<file path="config.mk">
export PLATFORM = sky130hd
export DESIGN_NAME = shortest_remaining_time_scheduler
export DESIGN_NICKNAME = d
export VERILOG_FILES = /design/src/rtl/core/srtf_pkg.sv /design/src/rtl/core/srtf_front.sv /design/src/rtl/core/srtf_exec.sv /design/src/rtl/core/srtf_outq.sv /design/src/rtl/core/shortest_remaining_time_scheduler.sv
export SDC_FILE = /design/constraint.sdc
export NUM_CORES = 1
export LEC_CHECK = 0
export BUFFER_PORTS_ARGS = -buffer_cell sky130_fd_sc_hd__buf_2
export CAP_MARGIN = 20
export CORE_UTILIZATION = 60
export CTS_BUF_LIST = sky130_fd_sc_hd__clkbuf_4 sky130_fd_sc_hd__clkbuf_8 sky130_fd_sc_hd__clkbuf_16
export CTS_CLUSTER_DIAMETER = 200
export DETAILED_ROUTE_END_ITERATION = 10
export GPL_TIMING_DRIVEN = 1
export PLACE_DENSITY = 0.77
export SETUP_SLACK_MARGIN = 0.05
export SYNTH_ARGS = -nofsm -noshare
export SYNTH_HDL_FRONTEND = slang
export SYNTH_SLANG_ARGS = --single-unit
export TNS_END_PERCENT = 1
</file>
<file path="constraint.sdc">
create_clock -name clk -period 10.3 [get_ports clk]
set_input_delay 1.03 -clock clk [delete_from_list [all_inputs] [get_ports clk]]
set_output_delay 1.03 -clock clk [all_outputs]
set_load 0.01 [all_outputs]
</file>
<file path="src/rtl/core/srtf_pkg.sv">
`default_nettype none

package srtf_pkg;

    localparam int IDX_FIELD_W = 4;
    localparam int DATA_W      = 16;

    localparam logic KIND_LOAD = 1'b0;
    localparam logic KIND_TICK = 1'b1;

    // request as it leaves the front queue
    typedef struct packed {
        logic                   kind;
        logic                   load_ok;
        logic [IDX_FIELD_W-1:0] proc_index;
        logic [DATA_W-1:0]      arrival;
        logic [DATA_W-1:0]      burst;
    } req_t;

    typedef struct packed {
        logic [IDX_FIELD_W-1:0] selected_index;
        logic [DATA_W-1:0]      tick_time;
        logic                   idle;
        logic                   finished;
        logic                   all_done;
    } result_t;

    typedef enum logic [1:0] {
        ST_IDLE,
        ST_SCAN,
        ST_WRITE,
        ST_EMIT
    } exec_state_t;

endpackage

`default_nettype wire

</file>
<file path="src/rtl/core/srtf_front.sv">
`default_nettype none

module srtf_front
    import srtf_pkg::*;
#(
    parameter int MAX_PROCS = 16
)
(
    input  wire logic                   clk,
    input  wire logic                   rst_n,
    input  wire logic                   push,
    output logic                        full,
    input  wire logic                   kind,
    input  wire logic [IDX_FIELD_W-1:0] proc_index,
    input  wire logic [DATA_W-1:0]      arrival_time,
    input  wire logic [DATA_W-1:0]      burst_time,
    output logic                        req_valid,
    output req_t                        req,
    input  wire logic                   req_take
);

    req_t       entry_reg [2];
    logic       wr_ptr_reg;
    logic       rd_ptr_reg;
    logic [1:0] count_reg;
    req_t       in_req;
    logic       do_push;
    logic       do_pop;

    // classify: flag loads that fall outside the table
    always_comb
    begin
        in_req.kind       = kind;
        in_req.load_ok    = (32'(proc_index) < MAX_PROCS);
        in_req.proc_index = proc_index;
        in_req.arrival    = arrival_time;
        in_req.burst      = burst_time;
    end

    assign full      = (count_reg == 2'd2);
    assign req_valid = (count_reg != 2'd0);
    assign req       = entry_reg[rd_ptr_reg];
    assign do_push   = push && !full;
    assign do_pop    = req_take && req_valid;

    always_ff @(posedge clk)
    begin
        if (do_push)
        begin
            entry_reg[wr_ptr_reg] <= in_req;
        end
    end

    always_ff @(posedge clk or negedge rst_n)
    begin
        if (!rst_n)
        begin
            wr_ptr_reg <= 1'b0;
            rd_ptr_reg <= 1'b0;
            count_reg  <= 2'd0;
        end
        else
        begin
            if (do_push)
            begin
                wr_ptr_reg <= !wr_ptr_reg;
            end
            if (do_pop)
            begin
                rd_ptr_reg <= !rd_ptr_reg;
            end
            count_reg <= count_reg + 2'(do_push) - 2'(do_pop);
        end
    end

endmodule

`default_nettype wire

</file>
<file path="src/rtl/core/srtf_exec.sv">
`default_nettype none

module srtf_exec
    import srtf_pkg::*;
#(
    parameter int MAX_PROCS = 16,
    parameter int TIME_BITS = 16
)
(
    input  wire logic   clk,
    input  wire logic   rst_n,
    input  wire logic   req_valid,
    input  wire req_t   req,
    output logic        req_take,
    output logic        res_push,
    output result_t     res,
    input  wire logic   res_full
);

    localparam int IDX_W  = $clog2(MAX_PROCS);
    localparam int SCAN_W = IDX_W + 1;
    localparam int CNT_W  = $clog2(MAX_PROCS + 1);
    localparam int CMP_W  = (TIME_BITS > DATA_W) ? TIME_BITS : DATA_W;

    exec_state_t state_reg;
    exec_state_t state_next;

    logic [DATA_W-1:0] arrival_mem   [MAX_PROCS];
    logic [DATA_W-1:0] remaining_mem [MAX_PROCS];

    logic [SCAN_W-1:0]    scan_cnt_reg;
    logic                 rd_vld_reg;
    logic [IDX_W-1:0]     rd_slot_reg;
    logic [DATA_W-1:0]    arr_rd_reg;
    logic [DATA_W-1:0]    rem_rd_reg;
    logic                 have_reg;
    logic [IDX_W-1:0]     best_slot_reg;
    logic [DATA_W-1:0]    best_rem_reg;
    logic [DATA_W-1:0]    best_arr_reg;
    logic [MAX_PROCS-1:0] valid_reg;
    logic [MAX_PROCS-1:0] done_reg;
    logic [CNT_W-1:0]     active_cnt_reg;
    logic [TIME_BITS-1:0] time_reg;
    result_t              res_reg;

    logic                    scan_issue;
    logic                    scan_end;
    logic                    load_we;
    logic                    tick_we;
    logic                    tick_start;
    logic [IDX_W-1:0]        scan_addr;
    logic [IDX_W+IDX_FIELD_W-1:0] load_slot_ext;
    logic [IDX_W-1:0]        load_slot;
    logic                    old_active;
    logic                    new_active;
    logic                    slot_ready;
    logic                    better;
    logic                    fin;
    logic [DATA_W-1:0]       rem_dec;
    logic [CNT_W-1:0]        active_after;
    logic [IDX_W+IDX_FIELD_W-1:0] sel_ext;
    logic [TIME_BITS+DATA_W-1:0]  time_ext;
    result_t                 res_calc;

    assign scan_addr     = scan_cnt_reg[IDX_W-1:0];
    assign scan_end      = (scan_cnt_reg == SCAN_W'(MAX_PROCS));
    assign load_slot_ext = {{IDX_W{1'b0}}, req.proc_index};
    assign load_slot     = load_slot_ext[IDX_W-1:0];
    assign old_active    = valid_reg[load_slot] && !done_reg[load_slot];
    assign new_active    = (req.burst != '0);

    assign slot_ready = rd_vld_reg && valid_reg[rd_slot_reg] && !done_reg[rd_slot_reg]
                        && (CMP_W'(arr_rd_reg) <= CMP_W'(time_reg));
    assign better     = !have_reg || (rem_rd_reg < best_rem_reg)
                        || ((rem_rd_reg == best_rem_reg) && (arr_rd_reg < best_arr_reg));

    assign fin          = have_reg && (best_rem_reg == DATA_W'(1));
    assign rem_dec      = best_rem_reg - DATA_W'(1);
    assign active_after = active_cnt_reg - CNT_W'(fin);
    assign sel_ext      = {{IDX_FIELD_W{1'b0}}, best_slot_reg};
    assign time_ext     = {{DATA_W{1'b0}}, time_reg};

    always_comb
    begin
        res_calc.selected_index = have_reg ? sel_ext[IDX_FIELD_W-1:0] : '0;
        res_calc.tick_time      = time_ext[DATA_W-1:0];
        res_calc.idle           = !have_reg;
        res_calc.finished       = fin;
        res_calc.all_done       = (active_after == '0);
    end

    // next state
    always_comb
    begin
        state_next = state_reg;
        unique case (state_reg)
            ST_IDLE:
            begin
                if (req_valid && req.kind == KIND_TICK)
                begin
                    state_next = ST_SCAN;
                end
            end
            ST_SCAN:
            begin
                if (scan_end)
                begin
                    state_next = ST_WRITE;
                end
            end
            ST_WRITE:
            begin
                state_next = ST_EMIT;
            end
            ST_EMIT:
            begin
                if (!res_full)
                begin
                    state_next = ST_IDLE;
                end
            end
            default:
            begin
                state_next = ST_IDLE;
            end
        endcase
    end

    // state outputs
    always_comb
    begin
        req_take   = 1'b0;
        tick_start = 1'b0;
        load_we    = 1'b0;
        scan_issue = 1'b0;
        tick_we    = 1'b0;
        res_push   = 1'b0;
        unique case (state_reg)
            ST_IDLE:
            begin
                req_take   = req_valid;
                tick_start = req_valid && (req.kind == KIND_TICK);
                load_we    = req_valid && (req.kind == KIND_LOAD) && req.load_ok;
            end
            ST_SCAN:
            begin
                scan_issue = !scan_end;
            end
            ST_WRITE:
            begin
                tick_we = have_reg;
            end
            ST_EMIT:
            begin
                res_push = !res_full;
            end
            default:
            begin
                req_take = 1'b0;
            end
        endcase
    end

    assign res = res_reg;

    // table memories: one write port, one registered read port
    always_ff @(posedge clk)
    begin
        if (load_we)
        begin
            arrival_mem[load_slot]   <= req.arrival;
            remaining_mem[load_slot] <= req.burst;
        end
        else if (tick_we)
        begin
            remaining_mem[best_slot_reg] <= rem_dec;
        end
        if (scan_issue)
        begin
            arr_rd_reg <= arrival_mem[scan_addr];
            rem_rd_reg <= remaining_mem[scan_addr];
        end
    end

    always_ff @(posedge clk)
    begin
        rd_slot_reg <= scan_addr;
        if (slot_ready && better)
        begin
            best_slot_reg <= rd_slot_reg;
            best_rem_reg  <= rem_rd_reg;
            best_arr_reg  <= arr_rd_reg;
        end
        if (state_reg == ST_WRITE)
        begin
            res_reg <= res_calc;
        end
    end

    always_ff @(posedge clk or negedge rst_n)
    begin
        if (!rst_n)
        begin
            state_reg      <= ST_IDLE;
            scan_cnt_reg   <= '0;
            rd_vld_reg     <= 1'b0;
            have_reg       <= 1'b0;
            valid_reg      <= '0;
            done_reg       <= '0;
            active_cnt_reg <= '0;
            time_reg       <= '0;
        end
        else
        begin
            state_reg  <= state_next;
            rd_vld_reg <= scan_issue;
            if (tick_start)
            begin
                scan_cnt_reg <= '0;
                have_reg     <= 1'b0;
            end
            else
            begin
                if (scan_issue)
                begin
                    scan_cnt_reg <= scan_cnt_reg + SCAN_W'(1);
                end
                if (slot_ready && better)
                begin
                    have_reg <= 1'b1;
                end
            end
            if (load_we)
            begin
                valid_reg[load_slot] <= 1'b1;
                done_reg[load_slot]  <= !new_active;
                active_cnt_reg <= active_cnt_reg - CNT_W'(old_active) + CNT_W'(new_active);
            end
            if (tick_we && fin)
            begin
                done_reg[best_slot_reg] <= 1'b1;
            end
            if (state_reg == ST_WRITE)
            begin
                active_cnt_reg <= active_after;
                // saturate at the top of the time range
                if (time_reg != '1)
                begin
                    time_reg <= time_reg + TIME_BITS'(1);
                end
            end
        end
    end

    a_active_bounded: assert property (@(posedge clk) disable iff (!rst_n)
        32'(active_cnt_reg) <= MAX_PROCS)
        else $error("active count exceeds table size");

    a_pick_valid: assert property (@(posedge clk) disable iff (!rst_n)
        (state_reg == ST_WRITE && have_reg) |-> valid_reg[best_slot_reg])
        else $error("picked slot not loaded");

    a_pick_nonzero: assert property (@(posedge clk) disable iff (!rst_n)
        (state_reg == ST_WRITE && have_reg) |-> (best_rem_reg != '0))
        else $error("picked slot has no remaining time");

    a_all_done_count: assert property (@(posedge clk) disable iff (!rst_n)
        (res_push && res_reg.all_done) |-> (active_cnt_reg == '0))
        else $error("all_done reported with active slots");

endmodule

`default_nettype wire

</file>
<file path="src/rtl/core/srtf_outq.sv">
`default_nettype none

module srtf_outq
    import srtf_pkg::*;
(
    input  wire logic    clk,
    input  wire logic    rst_n,
    input  wire logic    res_push,
    input  wire result_t res,
    output logic         res_full,
    output logic         empty,
    input  wire logic    pop,
    output result_t      head
);

    result_t    entry_reg [2];
    logic       wr_ptr_reg;
    logic       rd_ptr_reg;
    logic [1:0] count_reg;
    logic       do_push;
    logic       do_pop;

    assign res_full = (count_reg == 2'd2);
    assign empty    = (count_reg == 2'd0);
    assign head     = entry_reg[rd_ptr_reg];
    assign do_push  = res_push && !res_full;
    assign do_pop   = pop && !empty;

    always_ff @(posedge clk)
    begin
        if (do_push)
        begin
            entry_reg[wr_ptr_reg] <= res;
        end
    end

    always_ff @(posedge clk or negedge rst_n)
    begin
        if (!rst_n)
        begin
            wr_ptr_reg <= 1'b0;
            rd_ptr_reg <= 1'b0;
            count_reg  <= 2'd0;
        end
        else
        begin
            if (do_push)
            begin
                wr_ptr_reg <= !wr_ptr_reg;
            end
            if (do_pop)
            begin
                rd_ptr_reg <= !rd_ptr_reg;
            end
            count_reg <= count_reg + 2'(do_push) - 2'(do_pop);
        end
    end

endmodule

`default_nettype wire

</file>
<file path="src/rtl/core/shortest_remaining_time_scheduler.sv">
// Preemptive shortest-remaining-time scheduler over a table of MAX_PROCS slots.
// Input channel (push/full): kind 0 loads slot proc_index with arrival_time and
// burst_time (slots beyond the table are dropped); kind 1 is one scheduling tick.
// Result channel (empty/pop): one result per tick, none per load; the oldest
// result sits on the result ports while empty is low.
// A two-entry request queue feeds the executor, and a two-entry result queue
// follows it, so either side may stall without losing requests.
// Flow: the executor takes a load in its idle state. A tick scans the table one
// slot per cycle through the single read port of the table memory, then writes
// the picked slot back and emits its result, holding the executor until the
// result is queued. The executor takes no new request while a tick is in
// progress; loads are taken at one per cycle while it is idle.
// Reset clears all slots to not loaded, the time counter to zero and both
// queues to empty; no clearing pass is needed.
// When pop stays low the result queue fills, the executor holds its finished
// tick, and full rises once the request queue is full as well.
`default_nettype none

module shortest_remaining_time_scheduler
    import srtf_pkg::*;
#(
    parameter int MAX_PROCS = 16,
    parameter int TIME_BITS = 16
)
(
    input  wire logic                   clk,
    input  wire logic                   rst_n,
    input  wire logic                   push,
    output logic                        full,
    input  wire logic                   kind,
    input  wire logic [IDX_FIELD_W-1:0] proc_index,
    input  wire logic [DATA_W-1:0]      arrival_time,
    input  wire logic [DATA_W-1:0]      burst_time,
    output logic                        empty,
    input  wire logic                   pop,
    output logic [IDX_FIELD_W-1:0]      selected_index,
    output logic [DATA_W-1:0]           tick_time,
    output logic                        idle,
    output logic                        finished,
    output logic                        all_done
);

    logic    req_valid;
    req_t    req;
    logic    req_take;
    logic    res_push;
    result_t res;
    logic    res_full;
    result_t head;

    srtf_front #(
        .MAX_PROCS (MAX_PROCS)
    ) u_front (
        .clk          (clk),
        .rst_n        (rst_n),
        .push         (push),
        .full         (full),
        .kind         (kind),
        .proc_index   (proc_index),
        .arrival_time (arrival_time),
        .burst_time   (burst_time),
        .req_valid    (req_valid),
        .req          (req),
        .req_take     (req_take)
    );

    srtf_exec #(
        .MAX_PROCS (MAX_PROCS),
        .TIME_BITS (TIME_BITS)
    ) u_exec (
        .clk       (clk),
        .rst_n     (rst_n),
        .req_valid (req_valid),
        .req       (req),
        .req_take  (req_take),
        .res_push  (res_push),
        .res       (res),
        .res_full  (res_full)
    );

    srtf_outq u_outq (
        .clk      (clk),
        .rst_n    (rst_n),
        .res_push (res_push),
        .res      (res),
        .res_full (res_full),
        .empty    (empty),
        .pop      (pop),
        .head     (head)
    );

    assign selected_index = head.selected_index;
    assign tick_time      = head.tick_time;
    assign idle           = head.idle;
    assign finished       = head.finished;
    assign all_done       = head.all_done;

endmodule

`default_nettype wire
</file>
==> results of run 1 <==
## cell families (layout without fill, tap and decap cells)
| group | after synthesis | after routing | synth area share, % |
|---|---|---|---|
| flops | 797 | 797 | 73.69 |
| buf+inv | 139 | 355 | 1.668 |
| xor+xnor | 46 | 46 | 1.261 |
| mux | 242 | 242 | 14.20 |
| compound gates | 116 | 116 | 2.326 |
| fa+ha+maj | 71 | 71 | 2.804 |
| simple gates | 254 | 254 | 4.046 |
## critical path: stages, from the launching register on
cell and delay [ns]:
sky130_fd_sc_hd__dfrtp_2 0.58, sky130_fd_sc_hd__mux2i_1 0.92, sky130_fd_sc_hd__mux4_2 0.62, sky130_fd_sc_hd__a32o_1 0.24
sky130_fd_sc_hd__a211o_1 0.29, sky130_fd_sc_hd__ha_1 0.31, sky130_fd_sc_hd__inv_1 0.06, sky130_fd_sc_hd__ha_1 0.16
sky130_fd_sc_hd__inv_1 0.07, sky130_fd_sc_hd__fa_1 0.44, sky130_fd_sc_hd__nor2_1 0.13, sky130_fd_sc_hd__nor2_1 0.05
sky130_fd_sc_hd__o21bai_1 0.15, sky130_fd_sc_hd__xnor2_1 0.09, sky130_fd_sc_hd__o31ai_1 0.23, sky130_fd_sc_hd__xor2_1 0.17
## worst paths after layout
kind / end / slack [ns] / depth (start not counted)
setup / recovery: u_exec.active_cnt_reg[4]$_DFFE_PN0P_ / 5.73 / 15
hold / removal: u_outq.entry_reg[0][10]$_DFFE_PP_ / 0.44 / 0
setup reg to reg: u_exec.active_cnt_reg[4]$_DFFE_PN0P_ / 5.73 / 15
hold reg to reg: u_outq.entry_reg[0][10]$_DFFE_PP_ / 0.44 / 0
max in group asynchronous: u_exec.scan_cnt_reg[1]$_DFFE_PN0P_ / 8.98 / 2
min in group asynchronous: u_exec.time_reg[7]$_DFFE_PN0P_ / 0.62 / 2
## cells in the final DEF (no fill, tap or decap), types with 15 or more instances in the layout
cell,netlist,layout
sky130_fd_sc_hd__buf_4,0,61
sky130_fd_sc_hd__ha_1,70,70
sky130_fd_sc_hd__a21oi_1,37,37
sky130_fd_sc_hd__xnor2_1,40,40
sky130_fd_sc_hd__clkbuf_4,0,18
sky130_fd_sc_hd__clkbuf_16,0,79
sky130_fd_sc_hd__nor2_1,68,53
sky130_fd_sc_hd__mux4_2,165,165
sky130_fd_sc_hd__nand3_1,16,16
sky130_fd_sc_hd__nand4_1,15,15
sky130_fd_sc_hd__dfrtp_1,70,65
sky130_fd_sc_hd__inv_1,81,81
sky130_fd_sc_hd__nand2_1,56,56
sky130_fd_sc_hd__buf_2,9,65
sky130_fd_sc_hd__o21ai_0,25,25
sky130_fd_sc_hd__mux2_2,40,40
sky130_fd_sc_hd__edfxtp_1,723,723
sky130_fd_sc_hd__mux2i_1,37,37
sky130_fd_sc_hd__clkinv_2,0,16
sky130_fd_sc_hd__nor2b_1,24,23
## power by group
group	switching, mW	internal (mW)	total (mW)	leakage (nW)
Sequential	0.296	4.35	4.65	7.51
Clock	1.21	1.78	2.99	1.36
Combinational	1.56	1.17	2.72	3.54
## stage by stage
stage	hold WS, ns	power (mW)	std cells	setup slack [ns]
floorplan	0.3454	6.460	1665	5.479
global placement	0.4234	7.198	2413	5.993
detailed placement	0.4304	7.326	2414	5.869
CTS	0.4452	10.36	2558	5.774
global route	0.4534	10.77	2569	5.547
finish	0.4446	10.36	2569	5.728
## layer usage
layer  wire length (um)  vias up  GRT usage (%)
li1                   -     6933              -
met1              27100     8367          36.41
met2              34390      961          43.03
met3               6896      151          5.919
met4               2151        0          9.906
met5                  0        -              0
## final cells by class
class | count | area (um2) | area share (%)
Clock inverter | 44 | 561.8 | 1.551
Timing Repair Buffer | 130 | 853.3 | 2.355
Multi-Input combinational cell | 729 | 7934 | 21.90
Sequential cell | 797 | 23550 | 65.02
Tap cell | 688 | 860.8 | 2.376
Inverter | 81 | 304.0 | 0.8393
Clock buffer | 100 | 2160 | 5.961
==> impl_table.tex, run 1 <==
\begin{tabular}{lr}
\hline
Metric & Value \\
\hline
\multicolumn{2}{l}{\textbf{Timing}} \\
Final hold violation count & 0 \\
Slew HR & 26.88\% \\
Worst Skew & 0.02036 ns \\
Setup violators final & 0 \\
Fmax & 218.7 MHz \\
Final number of max-transition violations & 0 \\
Period utilisation layout & 44.39\% \\
Sum Neg Setup Slack & 0 ns \\
RSZ-0062 raised after global routing & no \\
Post-layout min period & 4.572 ns \\
Transition time at the pin with the least slew margin & 1.066 ns \\
\multicolumn{2}{l}{\textbf{Routing}} \\
DRC errors left & 0 \\
Routed length per instance & 27.45 um \\
DRC marker count from the first detailed-route iteration & 2,121 \\
Final wirelength & 70,530 um \\
Total iterations of the first detailed-routing run & 6 \\
Vias after detailed routing & 16,410 \\
Post-DRT Antenna Nets & 0 \\
Via count normalized by instance count & 6.388 \\
\multicolumn{2}{l}{\textbf{Final layout}} \\
Layout overhead on the synthesized area & 13.40\% \\
Design area & 36,230 um2 \\
Core utilization of the finished layout & 68.94\% \\
Layout cell share with drive strength beyond 1 & 27.38\% \\
Antenna cell count & 0 \\
Filler cell count & 3,150 \\
Total number of nets in the final design & 1,928 \\
\multicolumn{2}{l}{\textbf{Placed design}} \\
Port Buf Inserts & 65 \\
Area post-placement & 33,380 um2 \\
Final Wtd Congestion & 0.9126 \\
Detailed placer's ending HPWL & 38,490 um \\
\multicolumn{2}{l}{\textbf{Global route}} \\
Overall global routing resource usage & 26.81\% \\
First-pass GRT wire length & 103,500 um \\
Largest net degree at the start of global routing & 71 \\
Overflow left after global routing & 0 \\
Number of antenna violations at the first check in global routing & 0 \\
Number of global-route vias before repair & 16,590 \\
\multicolumn{2}{l}{\textbf{Clock network}} \\
Insertion delay of the later-clocked pin in the worst-skew pair & 0.63 ns \\
H-tree levels & 3 \\
Sinks on Clock Net & 797 \\
Post-CTS repair timing setup buffer count & 0 \\
Clock input transition at the sequential cells of the worst setup and hold paths & 0.06 ns \\
Clock Path Buffers & 3 \\
Number of gates given a new drive strength after cts & 0 \\
CTS Hold Buffers Added & 0 \\
CTS tree & yes \\
Master cell of the clock root buffer & sky130\_fd\_sc\_hd\_\_clkbuf\_16 \\
Clock buffers created by TritonCTS & 77 \\
\multicolumn{2}{l}{\textbf{Worst hold path}} \\
Worst hold path type & flip-flop to flip-flop \\
Source of the worst hold timing path & u\_exec.res[10]\$\_DFFE\_PP\_ \\
\multicolumn{2}{l}{\textbf{Worst setup path}} \\
CP Capture Type & flip-flop \\
RR Startpoint & u\_front.rd\_ptr\_reg\$\_DFFE\_PN0P\_ \\
CP required & 10.85 ns \\
Crit-path max FO & 13 \\
Critical path origin & u\_front.rd\_ptr\_reg\$\_DFFE\_PN0P\_ \\
Kind of start point of the critical path & flip-flop \\
Crit path arrival time & 5.12 ns \\
Start-to-end type of the worst setup path & flip-flop to flip-flop \\
\multicolumn{2}{l}{\textbf{Die}} \\
Area of the placeable core & 52,550 um2 \\
Total Die Area & 54,170 um2 \\
Row count & 84 \\
Top Ports & 66 \\
Initial standard-cell utilization of the core & 60.79\% \\
Die Ht & 232.8 um \\
Chip Width & 232.8 um \\
\multicolumn{2}{l}{\textbf{Logic synthesis}} \\
Fraction of the yosys area taken by sequential cells & 73.69\% \\
Yosys top cell area share & 67.96\% \\
Warning count from the yosys run & 0 \\
Cell type with the largest total area after synthesis & sky130\_fd\_sc\_hd\_\_edfxtp\_1 \\
Share of flip-flops with an asynchronous set or reset after synthesis & 8.783\% \\
Yosys cell types & 65 \\
Number of synthesized flops with an enable pin & 723 \\
Post-synthesis cell count & 1,665 \\
Syn Std Cell Area & 31,950 um2 \\
Synthesis-stage register bit count & 797 \\
Total nets after synthesis & 1,777 \\
Synthesized area per cell & 19.19 um2 \\
Most common library cells after synthesis & sky130\_fd\_sc\_hd\_\_edfxtp\_1 (723), sky130\_fd\_sc\_hd\_\_mux4\_2 (165), sky130\_fd\_sc\_hd\_\_inv\_1 (81), sky130\_fd\_sc\_hd\_\_dfrtp\_1 (70), sky130\_fd\_sc\_hd\_\_ha\_1 (70) \\
Leading post-synthesis cells by cell area & sky130\_fd\_sc\_hd\_\_edfxtp\_1 (68\%), sky130\_fd\_sc\_hd\_\_mux4\_2 (12\%), sky130\_fd\_sc\_hd\_\_dfrtp\_1 (5.5\%) \\
Commonest register cell after synthesis & sky130\_fd\_sc\_hd\_\_edfxtp\_1 \\
Top-count cell post-synth & sky130\_fd\_sc\_hd\_\_edfxtp\_1 \\
\multicolumn{2}{l}{\textbf{Job}} \\
Max-cap violation count & 0 \\
\multicolumn{2}{l}{\textbf{Status}} \\
Outcome & finished, final reports clean \\
\multicolumn{2}{l}{\textbf{Power}} \\
VDD IR max & 0.1514 mV \\
Leakage power of the design & 12.41 nW \\
Power Dens Cells & 286.0 nW/um2 \\
\hline
\end{tabular}
Power figures use the tool's default switching activity.
==> inputs of run 2 (changes only) <==
CORE_UTILIZATION = 56   (was 60)
PLACE_DENSITY = 0.75   (was 0.77)
clock period = 4 ns   (was 10.3 ns; I/O delays follow)
==> run 2 against run 1 <==
  * Worst setup slack got worse by 5.4 ns
  * Via count is 1.1% lower
  * Global-route usage decreased by 3.0 points
  * Core utilization down 3.7 points
  * Critical endpoint unchanged
  * Largest cell class unchanged
  * Largest power group unchanged
==> impl_table.tex, run 2 (same netlist as run 1, synthesis figures left out) <==
\begin{tabular}{lr}
\hline
Metric & Value \\
\hline
\multicolumn{2}{l}{\textbf{Status}} \\
Outcome & finished, final reports clean \\
\multicolumn{2}{l}{\textbf{Placed design}} \\
Worst slack at placement & 0.2661 ns (-5.603 ns) \\
Port Buf Inserts & 65 (unchanged) \\
Detailed placer's ending HPWL & 39,710 um (+3.2\%) \\
Area post-placement & 33,730 um2 (+1.0\%) \\
Final Wtd Congestion & 0.9005 (-1.3\%) \\
Cell total after placement & 2,507 (+3.9\%) \\
\multicolumn{2}{l}{\textbf{Global route}} \\
Overflow left after global routing & 0 (unchanged) \\
Largest net degree at the start of global routing & 68 (-4.2\%) \\
Number of global-route vias before repair & 16,550 (-0.25\%) \\
First-pass GRT wire length & 100,400 um (-3.0\%) \\
Number of antenna violations at the first check in global routing & 2 (+2) \\
Overall global routing resource usage & 23.76\% (-3.0 points) \\
\multicolumn{2}{l}{\textbf{Timing}} \\
Slew HR & 30.81\% (+3.9 points) \\
Post-layout min period & 3.691 ns (-0.8813 ns) \\
Worst Skew & 0.02130 ns (+0.0009415 ns) \\
RSZ-0062 raised after global routing & no \\
Final critical-path setup slack & 0.3089 ns (-5.419 ns) \\
Period utilisation layout & 92.28\% (+48 points) \\
Final hold violation count & 0 (unchanged) \\
Fmax & 270.9 MHz (+24\%) \\
Setup violators final & 0 (unchanged) \\
Final number of max-transition violations & 0 (unchanged) \\
Sum Neg Setup Slack & 0 ns (unchanged) \\
Hold Worst Slack & 0.04540 ns (-0.3992 ns) \\
Transition time at the pin with the least slew margin & 1.038 ns (-0.02842 ns) \\
\multicolumn{2}{l}{\textbf{Clock network}} \\
Post-CTS repair timing setup buffer count & 0 (unchanged) \\
H-tree levels & 3 (unchanged) \\
Clock input transition at the sequential cells of the worst setup and hold paths & 0.06 ns (about the same) \\
CTS tree & yes \\
Insertion delay of the later-clocked pin in the worst-skew pair & 0.62 ns (about the same) \\
Clock Path Buffers & 3 (unchanged) \\
Clock buffers created by TritonCTS & 78 (+1.3\%) \\
Sinks on Clock Net & 797 (unchanged) \\
Master cell of the clock root buffer & sky130\_fd\_sc\_hd\_\_clkbuf\_16 \\
\multicolumn{2}{l}{\textbf{Power}} \\
Fraction of power consumed by the clock network & 28.2\% (-0.7 points) \\
Leakage power of the design & 12.61 nW (+1.6\%) \\
Sw Pwr & 7.774 mW (+150\%) \\
Switching Fraction & 29.35\% (-0.23 points) \\
VDD IR max & 0.3976 mV (+160\%) \\
Internal portion of total power & 18.71 mW (+160\%) \\
Share of power burned in registers & 45.1\% (+0.2 points) \\
Power Dens Cells & 720.4 nW/um2 (+150\%) \\
Share of total power in combinational logic & 26.7\% (+0.4 points) \\
Post-layout total power & 26.49 mW (+160\%) \\
\multicolumn{2}{l}{\textbf{Die}} \\
Initial standard-cell utilization of the core & 56.66\% (-4.1 points) \\
Row count & 87 (+3.6\%) \\
Total Die Area & 58,010 um2 (+7.1\%) \\
Top Ports & 66 (unchanged) \\
Die Ht & 240.8 um (+3.5\%) \\
Area of the placeable core & 56,390 um2 (+7.3\%) \\
Chip Width & 240.8 um (+3.5\%) \\
\multicolumn{2}{l}{\textbf{Worst hold path}} \\
Worst hold path type & input pin to flip-flop \\
\multicolumn{2}{l}{\textbf{Routing}} \\
Via count normalized by instance count & 6.035 (-5.5\%) \\
Final wirelength & 66,880 um (-5.2\%) \\
Total iterations of the first detailed-routing run & 5 (-1) \\
Vias after detailed routing & 16,240 (-1.1\%) \\
Routed length per instance & 24.86 um (-9.4\%) \\
DRC errors left & 0 (unchanged) \\
DRC marker count from the first detailed-route iteration & 1,631 (-23\%) \\
Post-DRT Antenna Nets & 0 (unchanged) \\
\multicolumn{2}{l}{\textbf{Final layout}} \\
Core utilization of the finished layout & 65.21\% (-3.7 points) \\
Filler cell count & 3,703 (+18\%) \\
Most used cells in the layout excluding fill and tap cells & sky130\_fd\_sc\_hd\_\_edfxtp\_1 (723), sky130\_fd\_sc\_hd\_\_mux4\_2 (165), sky130\_fd\_sc\_hd\_\_inv\_1 (81) \\
Layout overhead on the synthesized area & 15.10\% \\
Layout cell share with drive strength beyond 1 & 27.52\% (+0.14 points) \\
Layout Cells excl Fill & 2,690 (+4.7\%) \\
Total number of nets in the final design & 1,981 (+2.7\%) \\
Commonest non-fill, non-tap cell in the layout & sky130\_fd\_sc\_hd\_\_edfxtp\_1 \\
Design area & 36,770 um2 (+1.5\%) \\
\multicolumn{2}{l}{\textbf{Worst setup path}} \\
Crit path arrival time & 4.22 ns (-0.90 ns) \\
CP Capture Type & flip-flop \\
Start-to-end type of the worst setup path & flip-flop to flip-flop \\
Crit-path max FO & 12 (-1) \\
CP required & 4.52 ns (-6.33 ns) \\
Kind of start point of the critical path & flip-flop \\
\multicolumn{2}{l}{\textbf{Job}} \\
Max-cap violation count & 0 (unchanged) \\
\hline
\end{tabular}
run 2: cell types whose count changed in the layout (fill, tap and decap cells not counted), moves of 2 or more:
| cell | before | now |
|---|---|---|
| sky130_fd_sc_hd__clkinvlp_4 | 2 | 5 |
| sky130_fd_sc_hd__clkinv_1 | 8 | 10 |
| sky130_fd_sc_hd__buf_12 | 1 | 7 |
| sky130_fd_sc_hd__clkinv_8 | 3 | 1 |
| sky130_fd_sc_hd__bufinv_16 | 11 | 9 |
| sky130_fd_sc_hd__clkinv_4 | 0 | 2 |
| sky130_fd_sc_hd__inv_16 | 2 | 0 |
| sky130_fd_sc_hd__clkinv_2 | 16 | 18 |
| sky130_fd_sc_hd__clkbuf_4 | 18 | 13 |
| sky130_fd_sc_hd__buf_4 | 61 | 74 |
| sky130_fd_sc_hd__dlygate4sd3_1 | 0 | 34 |
run 2: per-layer routing:
layer	global-route usage, %	wire length (um)	vias up
met1	33.44	27780	8394
met3	3.374	4637	102
li1	-	-	7023
met4	7.154	1438	0
met2	39.02	33020	716
met5	0	0	-
run 2: area by class of cell:
cell class | count | area (um2) | share of cell area, %
inverter | 81 | 304.0 | 0.8269
tap | 756 | 945.9 | 2.572
sequential | 797 | 23550 | 64.06
antenna | 1 | 2.502 | 0.006805
multi-input combinational | 729 | 7938 | 21.59
clock buffer | 96 | 2141 | 5.822
clock inverter | 48 | 495.5 | 1.347
timing repair buffer | 182 | 1390 | 3.780
run 2: repair_timing:
item                                   in CTS  in global routing
resized for setup                           0                  1
hold buffers                               34                  0
setup endpoints to repair                   0                  1
endpoints found under the hold margin     103                  0
run 2: critical path: stages (launching register included):
cell,delay (ns)
sky130_fd_sc_hd__dfrtp_2,0.41
sky130_fd_sc_hd__mux2i_2,0.33
sky130_fd_sc_hd__buf_4,0.24
sky130_fd_sc_hd__mux4_2,0.51
sky130_fd_sc_hd__a211o_1,0.32
sky130_fd_sc_hd__ha_1,0.29
sky130_fd_sc_hd__inv_1,0.06
sky130_fd_sc_hd__ha_1,0.16
sky130_fd_sc_hd__inv_1,0.06
sky130_fd_sc_hd__fa_1,0.42
sky130_fd_sc_hd__nor2_1,0.12
sky130_fd_sc_hd__nor2_1,0.05
sky130_fd_sc_hd__o21bai_1,0.14
sky130_fd_sc_hd__xnor2_1,0.08
sky130_fd_sc_hd__o31ai_1,0.25
sky130_fd_sc_hd__xor2_1,0.17
run 2: power by group through the flow:
stage                     Clock, mW  Combinational (mW)  Sequential, mW
after floorplan                   0                4.94            11.7
after global placement            0                6.74            12.1
after detailed placement          0                6.97            12.1
after CTS                      7.57                7.06            12.0
after global routing           7.89                7.66            12.1
final                          7.47                7.06            12.0
run 2: worst paths after layout:
check                                               start                              endpoint  slack, ns  depth (start not counted)
min                                         proc_index[3]    u_front.entry_reg[1][35]$_DFFE_PP_       0.05                          1
max reg2reg                u_front.rd_ptr_reg$_DFFE_PN0P_  u_exec.active_cnt_reg[4]$_DFFE_PN0P_       0.31                         15
min reg2reg                       u_exec.res[9]$_DFFE_PP_      u_outq.entry_reg[1][9]$_DFFE_PP_       0.44                          0
max in group asynchronous                           rst_n          u_exec.done_reg[6]$_DFF_PN0_       2.58                          3
max                        u_front.rd_ptr_reg$_DFFE_PN0P_  u_exec.active_cnt_reg[4]$_DFFE_PN0P_       0.31                         15
min in group asynchronous                           rst_n        u_exec.time_reg[4]$_DFFE_PN0P_       0.44                          2
==> inputs of run 3 (changes only) <==
CORE_UTILIZATION = 60   (was 56)
PLACE_DENSITY = 0.77   (was 0.75)
clock period = 3.9 ns   (was 4 ns; I/O delays follow)
==> run 3 against run 2 <==
  * Global-route usage up 3.8 points
  * Combinational power is 5.7% higher
  * Sequential power hardly changed
  * Critical path depth unchanged
  * Final cell count decreased by 2.4%
  * Clock skew down 0.0036 ns
  * Critical path type unchanged
==> impl_table.tex, run 3 (same netlist as run 1, synthesis figures left out) <==
\begin{tabular}{lr}
\hline
Metric & Value \\
\hline
\multicolumn{2}{l}{\textbf{Worst hold path}} \\
Source of the worst hold timing path & push \\
Worst hold path type & input pin to flip-flop \\
\multicolumn{2}{l}{\textbf{Status}} \\
Outcome & finished, final reports clean \\
\multicolumn{2}{l}{\textbf{Power}} \\
Post-layout total power & 27.62 mW (+4.3\%) \\
Power Dens Cells & 750.0 nW/um2 (+4.1\%) \\
VDD IR max & 0.5446 mV (+37\%) \\
Leakage power of the design & 12.67 nW (+0.48\%) \\
\multicolumn{2}{l}{\textbf{Final layout}} \\
Layout cell share with drive strength beyond 1 & 27.57\% (+0.046 points) \\
Most used cells in the layout excluding fill and tap cells & sky130\_fd\_sc\_hd\_\_edfxtp\_1 (723), sky130\_fd\_sc\_hd\_\_mux4\_2 (165), sky130\_fd\_sc\_hd\_\_inv\_1 (81) \\
Commonest non-fill, non-tap cell in the layout & sky130\_fd\_sc\_hd\_\_edfxtp\_1 \\
Design area & 36,830 um2 (+0.16\%) \\
Core utilization of the finished layout & 70.09\% (+4.9 points) \\
Layout Cells excl Fill & 2,626 (-2.4\%) \\
Layout overhead on the synthesized area & 15.29\% \\
Total number of nets in the final design & 1,985 (+0.20\%) \\
\multicolumn{2}{l}{\textbf{Routing}} \\
Routed length on met3 & 6392 um (+38\%) \\
Total iterations of the first detailed-routing run & 6 (+1) \\
Top routing layer in use & met4 \\
Via count normalized by instance count & 6.336 (+5.0\%) \\
DRC marker count from the first detailed-route iteration & 1,979 (+21\%) \\
DRC errors left & 0 (unchanged) \\
Routed length per instance & 27.58 um (+11\%) \\
Post-DRT Antenna Nets & 0 (unchanged) \\
Final wirelength & 72,420 um (+8.3\%) \\
Routed met2 length & 36,060 um (+9.2\%) \\
Vias after detailed routing & 16,640 (+2.5\%) \\
Met1 routed wirelength after detailed routing & 27,730 um (-0.19\%) \\
\multicolumn{2}{l}{\textbf{Timing}} \\
Final critical-path setup slack & 0.2319 ns (-0.07706 ns) \\
Post-layout min period & 3.668 ns (-0.02294 ns) \\
RSZ-0062 raised after global routing & no \\
Period utilisation layout & 94.06\% (+1.8 points) \\
Transition time at the pin with the least slew margin & 1.055 ns (+0.01740 ns) \\
Final hold violation count & 0 (unchanged) \\
Setup violators final & 0 (unchanged) \\
Hold Worst Slack & 0.1306 ns (+0.08518 ns) \\
Sum Neg Setup Slack & 0 ns (unchanged) \\
Fmax & 272.6 MHz (+0.63\%) \\
Worst Skew & 0.01765 ns (-0.003647 ns) \\
Final number of max-transition violations & 0 (unchanged) \\
Slew HR & 29.65\% (-1.2 points) \\
\multicolumn{2}{l}{\textbf{Placed design}} \\
Worst slack at placement & 0.1738 ns (-0.09229 ns) \\
Final Wtd Congestion & 0.8812 (-2.1\%) \\
Port Buf Inserts & 65 (unchanged) \\
Cell total after placement & 2,436 (-2.8\%) \\
Detailed placer's ending HPWL & 39,530 um (-0.44\%) \\
Area post-placement & 33,600 um2 (-0.39\%) \\
\multicolumn{2}{l}{\textbf{Clock network}} \\
Clock input transition at the sequential cells of the worst setup and hold paths & 0.06 ns (about the same) \\
H-tree levels & 3 (unchanged) \\
Sinks on Clock Net & 797 (unchanged) \\
Clock buffers created by TritonCTS & 77 (-1.3\%) \\
Clock Path Buffers & 3 (unchanged) \\
Insertion delay of the later-clocked pin in the worst-skew pair & 0.64 ns (+0.02 ns) \\
Master cell of the clock root buffer & sky130\_fd\_sc\_hd\_\_clkbuf\_16 \\
CTS tree & yes \\
\multicolumn{2}{l}{\textbf{Die}} \\
Top Ports & 66 (unchanged) \\
Chip Width & 232.8 um (-3.4\%) \\
Area of the placeable core & 52,550 um2 (-6.8\%) \\
Total Die Area & 54,170 um2 (-6.6\%) \\
Row count & 84 (-3.4\%) \\
Die Ht & 232.8 um (-3.4\%) \\
Initial standard-cell utilization of the core & 60.79\% (+4.1 points) \\
\multicolumn{2}{l}{\textbf{Job}} \\
Max-cap violation count & 0 (unchanged) \\
\multicolumn{2}{l}{\textbf{Worst setup path}} \\
Crit-path max FO & 5 (-7) \\
Critical path origin & u\_front.rd\_ptr\_reg\$\_DFFE\_PN0P\_ \\
Kind of start point of the critical path & flip-flop \\
Crit path arrival time & 4.22 ns (about the same) \\
Start-to-end type of the worst setup path & flip-flop to flip-flop \\
CP Capture Type & flip-flop \\
RR Startpoint & u\_front.rd\_ptr\_reg\$\_DFFE\_PN0P\_ \\
CP required & 4.45 ns (-0.07 ns) \\
\multicolumn{2}{l}{\textbf{Global route}} \\
Largest net degree at the start of global routing & 132 (+94\%) \\
Number of global-route vias before repair & 16,970 (+2.5\%) \\
Number of antenna violations at the first check in global routing & 1 (-1) \\
Overall global routing resource usage & 27.58\% (+3.8 points) \\
Overflow left after global routing & 0 (unchanged) \\
First-pass GRT wire length & 106,500 um (+6.0\%) \\
\hline
\end{tabular}
==> run 3: cell types whose count changed in the layout (fill, tap and decap cells not counted), moves of 2 or more <==
cell                            before  now
sky130_fd_sc_hd__clkinv_8            1    6
sky130_fd_sc_hd__clkinvlp_4          5    1
sky130_fd_sc_hd__clkinv_4            2    0
sky130_fd_sc_hd__bufinv_16           9   12
sky130_fd_sc_hd__buf_12              7    4
sky130_fd_sc_hd__clkinv_2           18    7
sky130_fd_sc_hd__clkbuf_4           13   22
sky130_fd_sc_hd__buf_6               0    2
sky130_fd_sc_hd__buf_4              74   76
sky130_fd_sc_hd__clkbuf_16          80   78
sky130_fd_sc_hd__dlygate4sd3_1      34   38
==> run 3: what timing repair did <==
item / CTS / global route
endpoints found under the hold margin: 111 / 0
hold buffers: 38 / 0
setup buffers: 0 / 6
setup endpoints to repair: 0 / 1
gates resized for setup: 0 / 7
==> run 3: per-layer routing <==
| layer | global-route usage [%] | vias up |
|---|---|---|
| li1 | - | 7031 |
| met1 | 37.19 | 8476 |
| met2 | 45.82 | 973 |
| met3 | 4.252 | 158 |
| met4 | 10.42 | 0 |
| met5 | 0 | - |
==> run 3: power breakdown <==
part           internal [mW]  total [mW]  leakage [nW]  switching, mW
Combinational           3.23        7.46          3.81           4.23
Clock                   4.73        7.92          1.35           3.19
Sequential              11.5        12.2          7.51          0.755
==> run 3: cell type report <==
type	instances	area (um2)
Antenna cell	1	2.502
Clock buffer	104	2161
Clock inverter	39	564.3
Fill cell	3115	15720
Inverter	81	304.0
Multi-Input combinational cell	729	7965
Sequential cell	797	23550
Tap cell	688	860.8
Timing Repair Buffer	187	1419
==> run 3: worst paths after layout <==
path	to	slack, ns	cells past startpoint
setup / recovery	u_exec.active_cnt_reg[4]$_DFFE_PN0P_	0.23	15
hold / removal	u_front.wr_ptr_reg$_DFFE_PN0P_	0.13	3
setup reg to reg	u_exec.active_cnt_reg[4]$_DFFE_PN0P_	0.23	15
hold reg to reg	u_outq.entry_reg[0][4]$_DFFE_PP_	0.45	0
max in group asynchronous	u_exec.valid_reg[0]$_DFFE_PN0P_	2.48	3
min in group asynchronous	u_exec.time_reg[9]$_DFFE_PN0P_	0.45	2
==> run 3: worst max-delay path, cell delays in order (launching register included) <==
cell,delay (ns)
sky130_fd_sc_hd__dfrtp_2,0.46
sky130_fd_sc_hd__mux2i_4,0.29
sky130_fd_sc_hd__mux4_2,0.54
sky130_fd_sc_hd__a32o_1,0.23
sky130_fd_sc_hd__a211o_1,0.26
sky130_fd_sc_hd__ha_1,0.29
sky130_fd_sc_hd__inv_1,0.06
sky130_fd_sc_hd__ha_1,0.16
sky130_fd_sc_hd__inv_1,0.06
sky130_fd_sc_hd__fa_2,0.37
sky130_fd_sc_hd__nor2_1,0.11
sky130_fd_sc_hd__nor2_1,0.05
sky130_fd_sc_hd__o21bai_1,0.18
sky130_fd_sc_hd__xnor2_1,0.08
sky130_fd_sc_hd__o31ai_1,0.27
sky130_fd_sc_hd__xor2_1,0.18
